**config.mk**
```make
export PLATFORM = sky130hd
export DESIGN_NAME = coalescing_event_fifo
export DESIGN_NICKNAME = d
export VERILOG_FILES = /design/src/hdl/cef_pkg.sv /design/src/hdl/coalescing_event_fifo.sv
export SDC_FILE = /design/constraint.sdc
export NUM_CORES = 2
export LEC_CHECK = 0
export BUFFER_PORTS_ARGS = -buffer_cell sky130_fd_sc_hd__buf_2
export CORE_MARGIN = 3
export CORE_UTILIZATION = 50
export CTS_CLUSTER_DIAMETER = 120
export CTS_CLUSTER_SIZE = 12
export DETAILED_ROUTE_END_ITERATION = 7
export PLACE_DENSITY = 0.68
export SLEW_MARGIN = 20
export SYNTH_ARGS = -nofsm -noshare
export SYNTH_HDL_FRONTEND = slang
export SYNTH_SLANG_ARGS = --single-unit
```
**constraint.sdc**
```tcl
create_clock -name clk -period 7 [get_ports clk]
set_input_delay 0.7 -clock clk [delete_from_list [all_inputs] [get_ports clk]]
set_output_delay 0.7 -clock clk [all_outputs]
set_load 0.03 [all_outputs]
```
**src/hdl/cef_pkg.sv**
```systemverilog
`timescale 1ns / 1ps
package cef_pkg;

    typedef logic [1:0] op_t;
    typedef logic [2:0] status_t;

    localparam op_t OP_PUSH  = 2'd0;
    localparam op_t OP_POST  = 2'd1;
    localparam op_t OP_POP   = 2'd2;
    localparam op_t OP_CLEAR = 2'd3;

    localparam status_t ST_APPENDED  = 3'd0;
    localparam status_t ST_COALESCED = 3'd1;
    localparam status_t ST_DROPPED   = 3'd2;
    localparam status_t ST_POPPED    = 3'd3;
    localparam status_t ST_EMPTY     = 3'd4;
    localparam status_t ST_CLEARED   = 3'd5;

    typedef struct packed {
        logic [7:0]  kind;
        logic [1:0]  bank;
        logic [4:0]  knob;
        logic [31:0] value;
        logic        fin;
    } entry_t;

endpackage

```
**src/hdl/coalescing_event_fifo.sv**
```systemverilog
`timescale 1ns / 1ps
// Coalescing event queue: a ring of DEPTH entries with one slot kept free,
// so at most DEPTH-1 events are queued.
// Command channel: an operation (push, knob post, pop, clear) is taken at a
// rising edge where start is high and busy is low. Each operation yields one
// result beat: done is high for exactly one cycle with status, the popped
// entry fields (zero unless popped) and fill_count after the operation.
// The receiver cannot stall; a result beat is only shown once.
// Timing: push and clear give their beat on the cycle after acceptance and
// keep busy low, so they can be issued every cycle. A pop goes busy while it
// reads the entry memory synchronously in S_POP, but answers on an empty
// queue like a push. A knob post walks the queue from oldest to newest through
// the single memory read port, one entry a cycle, and stays busy until it
// coalesces into a matching entry or appends or drops the event at the end.
// Configuration: cfg_wr_en writes cfg_wr_data into the knob-change kind code
// (reset value 1); write it only while the queue is idle. A new code also
// applies to entries already queued.
// Reset empties the queue and clears busy and done; entry memory contents
// are not cleared, as only written entries are ever read.
module coalescing_event_fifo
    import cef_pkg::*;
#(
    parameter int DEPTH = 32
) (
    input  logic        clk,
    input  logic        rst_n,
    input  logic        start,
    output logic        busy,
    input  logic [1:0]  op,
    input  logic [7:0]  event_kind,
    input  logic [1:0]  bank,
    input  logic [4:0]  knob_number,
    input  logic [31:0] value_bits,
    input  logic        final_flag,
    input  logic        cfg_wr_en,
    input  logic [7:0]  cfg_wr_data,
    output logic        done,
    output logic [2:0]  status,
    output logic [7:0]  out_kind,
    output logic [1:0]  out_bank,
    output logic [4:0]  out_knob,
    output logic [31:0] out_value,
    output logic        out_final,
    output logic [4:0]  fill_count
);

    localparam int PW = $clog2(DEPTH);

    localparam logic [1:0] S_IDLE = 2'd0;
    localparam logic [1:0] S_POP  = 2'd1;
    localparam logic [1:0] S_SCAN = 2'd2;

    function automatic logic [PW-1:0] advance(input logic [PW-1:0] p);
        if (p == PW'(DEPTH - 1))
            return '0;
        else
            return p + 1'b1;
    endfunction

    entry_t mem [DEPTH];
    entry_t rd_data_reg;

    logic [1:0]    state_reg, state_next;
    logic [PW-1:0] wp_reg, wp_next;
    logic [PW-1:0] rp_reg, rp_next;
    logic [PW-1:0] scan_reg, scan_next;
    logic [PW-1:0] cmp_addr_reg, cmp_addr_next;
    logic          cmp_valid_reg, cmp_valid_next;
    logic [7:0]    knob_kind_reg;

    logic [1:0]    bank_reg;
    logic [4:0]    knob_reg;
    logic [31:0]   value_reg;
    logic          fin_reg;

    logic          done_reg, done_next;
    status_t       status_reg, status_next;
    entry_t        out_entry_reg, out_entry_next;
    logic [4:0]    fill_count_reg;

    logic          mem_we;
    logic [PW-1:0] mem_waddr;
    entry_t        mem_wdata;
    logic          rd_en;
    logic [PW-1:0] rd_addr;

    logic          accept;
    logic          full;
    logic          match;
    logic [PW:0]   fill;
    logic [31:0]   fill_ext;

    assign accept = start && (state_reg == S_IDLE);
    assign full   = (advance(wp_reg) == rp_reg);
    assign match  = (rd_data_reg.kind == knob_kind_reg) && (rd_data_reg.bank == bank_reg)
                    && (rd_data_reg.knob == knob_reg);

    always_comb
    begin
        state_next     = state_reg;
        wp_next        = wp_reg;
        rp_next        = rp_reg;
        scan_next      = scan_reg;
        cmp_addr_next  = cmp_addr_reg;
        cmp_valid_next = 1'b0;
        done_next      = 1'b0;
        status_next    = status_reg;
        out_entry_next = '0;
        mem_we         = 1'b0;
        mem_waddr      = wp_reg;
        mem_wdata      = '0;
        rd_en          = 1'b0;
        rd_addr        = rp_reg;

        unique case (state_reg)
            S_IDLE:
            begin
                if (accept)
                begin
                    unique case (op)
                        OP_PUSH:
                        begin
                            done_next = 1'b1;
                            if (full)
                            begin
                                status_next = ST_DROPPED;
                            end
                            else
                            begin
                                mem_we      = 1'b1;
                                mem_wdata   = '{kind: event_kind, bank: bank,
                                                knob: knob_number, value: value_bits,
                                                fin: final_flag};
                                wp_next     = advance(wp_reg);
                                status_next = ST_APPENDED;
                            end
                        end
                        OP_POST:
                        begin
                            scan_next  = rp_reg;
                            state_next = S_SCAN;
                        end
                        OP_POP:
                        begin
                            if (rp_reg == wp_reg)
                            begin
                                done_next   = 1'b1;
                                status_next = ST_EMPTY;
                            end
                            else
                            begin
                                rd_en      = 1'b1;
                                state_next = S_POP;
                            end
                        end
                        OP_CLEAR:
                        begin
                            wp_next     = '0;
                            rp_next     = '0;
                            done_next   = 1'b1;
                            status_next = ST_CLEARED;
                        end
                        default:
                        begin
                            done_next = 1'b0;
                        end
                    endcase
                end
            end
            S_POP:
            begin
                out_entry_next = rd_data_reg;
                rp_next        = advance(rp_reg);
                done_next      = 1'b1;
                status_next    = ST_POPPED;
                state_next     = S_IDLE;
            end
            S_SCAN:
            begin
                if (cmp_valid_reg && match)
                begin
                    // coalesce in place; final is sticky
                    mem_we          = 1'b1;
                    mem_waddr       = cmp_addr_reg;
                    mem_wdata       = rd_data_reg;
                    mem_wdata.value = value_reg;
                    mem_wdata.fin   = rd_data_reg.fin | fin_reg;
                    done_next       = 1'b1;
                    status_next     = ST_COALESCED;
                    state_next      = S_IDLE;
                end
                else if (scan_reg != wp_reg)
                begin
                    // read the next entry while the previous one is compared
                    rd_en          = 1'b1;
                    rd_addr        = scan_reg;
                    cmp_addr_next  = scan_reg;
                    cmp_valid_next = 1'b1;
                    scan_next      = advance(scan_reg);
                end
                else
                begin
                    done_next  = 1'b1;
                    state_next = S_IDLE;
                    if (full)
                    begin
                        status_next = ST_DROPPED;
                    end
                    else
                    begin
                        mem_we      = 1'b1;
                        mem_wdata   = '{kind: knob_kind_reg, bank: bank_reg, knob: knob_reg,
                                        value: value_reg, fin: fin_reg};
                        wp_next     = advance(wp_reg);
                        status_next = ST_APPENDED;
                    end
                end
            end
            default:
            begin
                state_next = S_IDLE;
            end
        endcase
    end

    always_comb
    begin
        if (wp_next >= rp_next)
            fill = {1'b0, wp_next} - {1'b0, rp_next};
        else
            fill = {1'b0, wp_next} + (PW + 1)'(DEPTH) - {1'b0, rp_next};
    end

    assign fill_ext = 32'(fill);

    always_ff @(posedge clk)
    begin
        if (mem_we)
            mem[mem_waddr] <= mem_wdata;
        if (rd_en)
            rd_data_reg <= mem[rd_addr];
    end

    always_ff @(posedge clk or negedge rst_n)
    begin
        if (!rst_n)
        begin
            state_reg     <= S_IDLE;
            wp_reg        <= '0;
            rp_reg        <= '0;
            cmp_valid_reg <= 1'b0;
            done_reg      <= 1'b0;
            knob_kind_reg <= 8'd1;
        end
        else
        begin
            state_reg     <= state_next;
            wp_reg        <= wp_next;
            rp_reg        <= rp_next;
            cmp_valid_reg <= cmp_valid_next;
            done_reg      <= done_next;
            if (cfg_wr_en)
                knob_kind_reg <= cfg_wr_data;
        end
    end

    always_ff @(posedge clk)
    begin
        scan_reg     <= scan_next;
        cmp_addr_reg <= cmp_addr_next;
        if (accept)
        begin
            bank_reg  <= bank;
            knob_reg  <= knob_number;
            value_reg <= value_bits;
            fin_reg   <= final_flag;
        end
        if (done_next)
        begin
            status_reg     <= status_next;
            out_entry_reg  <= out_entry_next;
            fill_count_reg <= fill_ext[4:0];
        end
    end

    assign busy       = (state_reg != S_IDLE);
    assign done       = done_reg;
    assign status     = status_reg;
    assign out_kind   = out_entry_reg.kind;
    assign out_bank   = out_entry_reg.bank;
    assign out_knob   = out_entry_reg.knob;
    assign out_value  = out_entry_reg.value;
    assign out_final  = out_entry_reg.fin;
    assign fill_count = fill_count_reg;

endmodule

```
==> flow_metrics.py <==
metrics = {
    "worst_setup_path": {
        "criticalPathCategory": "reg -> reg",
        "cp-startpoint": "wp_reg[0]",
        "worst-path-stages": 11,
        "cp-start-kind": "register",
        "crit_end": "mem[2][25]",
        "cp_num_buf_inv": 2,
        "worst-r2r-setup-slack_ns": 1.91,
        "critical-path-max-stage-delay_ns": 0.82,
        "slowest_stage": "nor2_4",
        "r2r_end": "mem[2][25]",
        "critPathMaxFanout": 37,
        "cp_data_required_time_ns": 7.40,
        "reg2reg_depth": 11,
        "cp-end-kind": "register",
        "crit_family": "simple AND/OR/NAND/NOR gates",
        "path_cells": "ha_1 > and3_1 > ha_1 > or3_1 > o2111a_1 > nor2_1 > o21a_2 > buf_4 > o22ai_2 > nor2_4 > buf_4",
        "arrival_ns": 5.49,
        "rr_startpoint": "wp_reg[0]",
    },
    "finish": {
        "fin_area_um2": 76000,
        "n_fill_cell": 10336,
        "multiInputGateArea_um2": 15900,
        "syn2layout_area_growth_pct": 10.8,
        "fin_cells": 6147,
        "largest_reg_flops": 1536,
        "final_layout_size_suffix_gt1_share_pct": 12.1,
        "nets": 4408,
        "ff_latch_area_um2": 51300,
    },
    "synthesis": {
        "synth-seq-cells": 1712,
        "syn_nets": 4390,
        "syn_area_per_cell_um2": 15.9,
        "syn_area_um2": 68600,
        "yosysSeqAreaShare_pct": 74.8,
        "ys.warnings.count": 0,
        "syn_inst": 4309,
        "synthFlopType": "edfxtp_1",
        "yosys.cell_types.count": 64,
        "async_flop_share_pct": 1.29,
        "synth_edf_count": 1690,
    },
    "timing": {
        "post-route-period-util_pct": 72.8,
        "finalMaxSlewViolations": 0,
        "fmax_ghz": 0.196,
        "tns_ns": 0,
        "hold_violations": 0,
        "clock_skew_ns": 0.0301,
        "holdWs_ns": 0.121,
        "worstMarginPinSlew_ns": 1.17,
        "max_slew_margin_pct": 22.3,
        "grt_setup_unrepaired": "false",
        "setup_violations": 0,
        "period_needed_ns": 5.09,
    },
    "floorplanning": {
        "ioPinCount": 120,
        "start_util_pct": 50.5,
        "die_w_um": 376,
        "design.core.area_um2": 136000,
        "die_y_um": 376,
        "dieArea_um2": 142000,
        "rows": 135,
    },
    "power_and_ir_drop": {
        "power_switching_w": 0.0110,
        "internal_power_w": 0.0196,
        "finalPower_w": 0.0306,
        "ir_drop_mv": 0.398,
        "seqPwrFrac_pct": 40.7,
        "power_density_nw_per_um2": 403,
        "comb_power_share_pct": 34.0,
        "p_clk_share_pct": 25.3,
        "power.leakage_nw": 25.1,
        "switching_share_pct": 35.9,
    },
    "detailed_routing": {
        "vias": 41455,
        "firstDrtPassIters": 5,
        "drt_iter0_markers": 5929,
        "drcViolationCount": 0,
        "wl_per_cell_um": 30.1,
        "viasPerCell": 6.74,
        "antenna_left": 0,
        "wl_um": 185000,
    },
    "clocking": {
        "clock_path_buffers": 3,
        "clock-sinks": 1712,
        "post_cts_buffers": 0,
        "cts_buffers": 160,
        "htreeDepth": 4,
        "ctsRootBufferMaster": "clkbuf_16",
        "post_cts_resized": 0,
        "insertion_delay_ns": 0.78,
        "cts_tree": "built",
        "path_clk_slew_ns": 0.06,
    },
    "placed_design": {
        "dp.cells": 5943,
        "post-dp-hpwl_um": 97400,
        "port_buffers": 119,
        "gp_congestion": 0.828,
        "placed_cell_area_um2": 71500,
    },
    "global_route": {
        "grt_overflow_total": 0,
        "grt_use_total_pct": 25.8,
        "grt_pass1_vias": 40122,
        "grt_pass1_wl_um": 272000,
        "grt_max_degree": 221,
        "antenna_found_initial": 2,
    },
    "status": {
        "outcome": "complete, no violations",
    },
    "min_path": {
        "hold_class": "in -> reg",
    },
    "flow_run": {
        "maxCapViolations": 0,
    },
}
worst min-delay path by stage:
stage / cells after the start / slack [ns] / startpoint / to
floorplan: 0 / 0.40 / rst_n / cmp_valid_reg
global placement: 1 / 0.51 / rd_data_reg[11] / out_value[10]
detailed placement: 1 / 0.51 / rd_data_reg[5] / out_value[4]
CTS: 1 / 0.08 / value_bits[11] / value_reg[11]
global route: 1 / 0.10 / value_bits[11] / value_reg[11]
finish: 1 / 0.12 / value_bits[11] / value_reg[11]
logic make-up (layout without fill, tap and decap cells):
kind of cell	Yosys count	in the layout	synth area share (%)
flops	1712	1712	74.8
compound gates	1080	1080	12.4
simple gates	1028	1028	9.04
buf+inv	417	473	2.65
xor+xnor	37	37	0.473
fa+ha+maj	19	19	0.358
mux	16	16	0.281
other cells	0	1	0
layout by cell type, fill, tap and decap left out, types with 21 or more instances in the layout:
| master | instances |
|---|---|
| a211oi_1 | 769 |
| buf_2 | 119 |
| nand2_1 | 41 |
| buf_12 | 35 |
| nor4_1 | 49 |
| clkbuf_1 | 24 |
| and3_1 | 774 |
| o2111a_1 | 49 |
| nor2_4 | 32 |
| and2_1 | 48 |
| a22oi_1 | 24 |
| o41ai_1 | 144 |
| edfxtp_1 | 1690 |
| xnor2_1 | 24 |
| clkbuf_16 | 164 |
| buf_4 | 90 |
| nor2_1 | 23 |
| dfrtp_1 | 21 |
metal layers:
metal,global-route usage [%],wire (um),vias up
li1,-,-,17714
met1,37.5,76600,21186
met2,39.7,85700,2248
met3,5.10,18100,307
met4,7.49,4800,0
met5,0,0,-
stage by stage:
stage               worst slack (ns)  util (%)
finish                          1.91      55.9
global route                    1.75      55.9
CTS                             1.95      55.9
detailed placement              1.98      52.6
global placement                2.05      52.6
floorplan                       1.11         -
cell type report:
cell class	instances	area share (%)
well taps	1781	2.93
clock buffers	188	5.52
multi-input cells	2180	20.9
flip-flops and latches	1712	67.5
diodes	1	0.00329
inverters	21	0.107
clock inverters	12	0.236
repair buffers	252	2.77
power by group through the flow:
stage	Combinational, W	Clock (W)	Sequential, W
floorplan	0.00656	0	0.0128
global route	0.0111	0.00822	0.0125
CTS	0.0103	0.00784	0.0125
global placement	0.0101	0	0.0127
finish	0.0104	0.00775	0.0125
detailed placement	0.0102	0	0.0127
cell usage after synthesis, types with 9 or more instances:
cell	count	share of area (%)
a211oi_1	769	8.4
a22o_1	36	0.46
a22oi_1	24	0.26
and2_1	48	0.44
and3_1	774	7.1
buf_2	61	0.45
buf_4	28	0.31
buf_6	9	0.15
clkbuf_1	294	1.6
dfrtp_1	21	0.77
edfxtp_1	1690	74
ha_1	18	0.33
inv_1	19	0.10
mux2_2	12	0.20
nand2_1	50	0.27
nand2b_1	9	0.082
nor2_1	55	0.30
nor4_1	49	0.45
o2111a_1	49	0.80
o21ai_0	13	0.095
o41ai_1	145	1.9
xnor2_1	24	0.31
xor2_1	13	0.17
what timing repair did:
action / CTS / global route
hold buffers: 1 / 0
hold endpoints to repair: 21 / 0
setup endpoints to repair: 0 / 0
(Power assumes the default switching activity.)
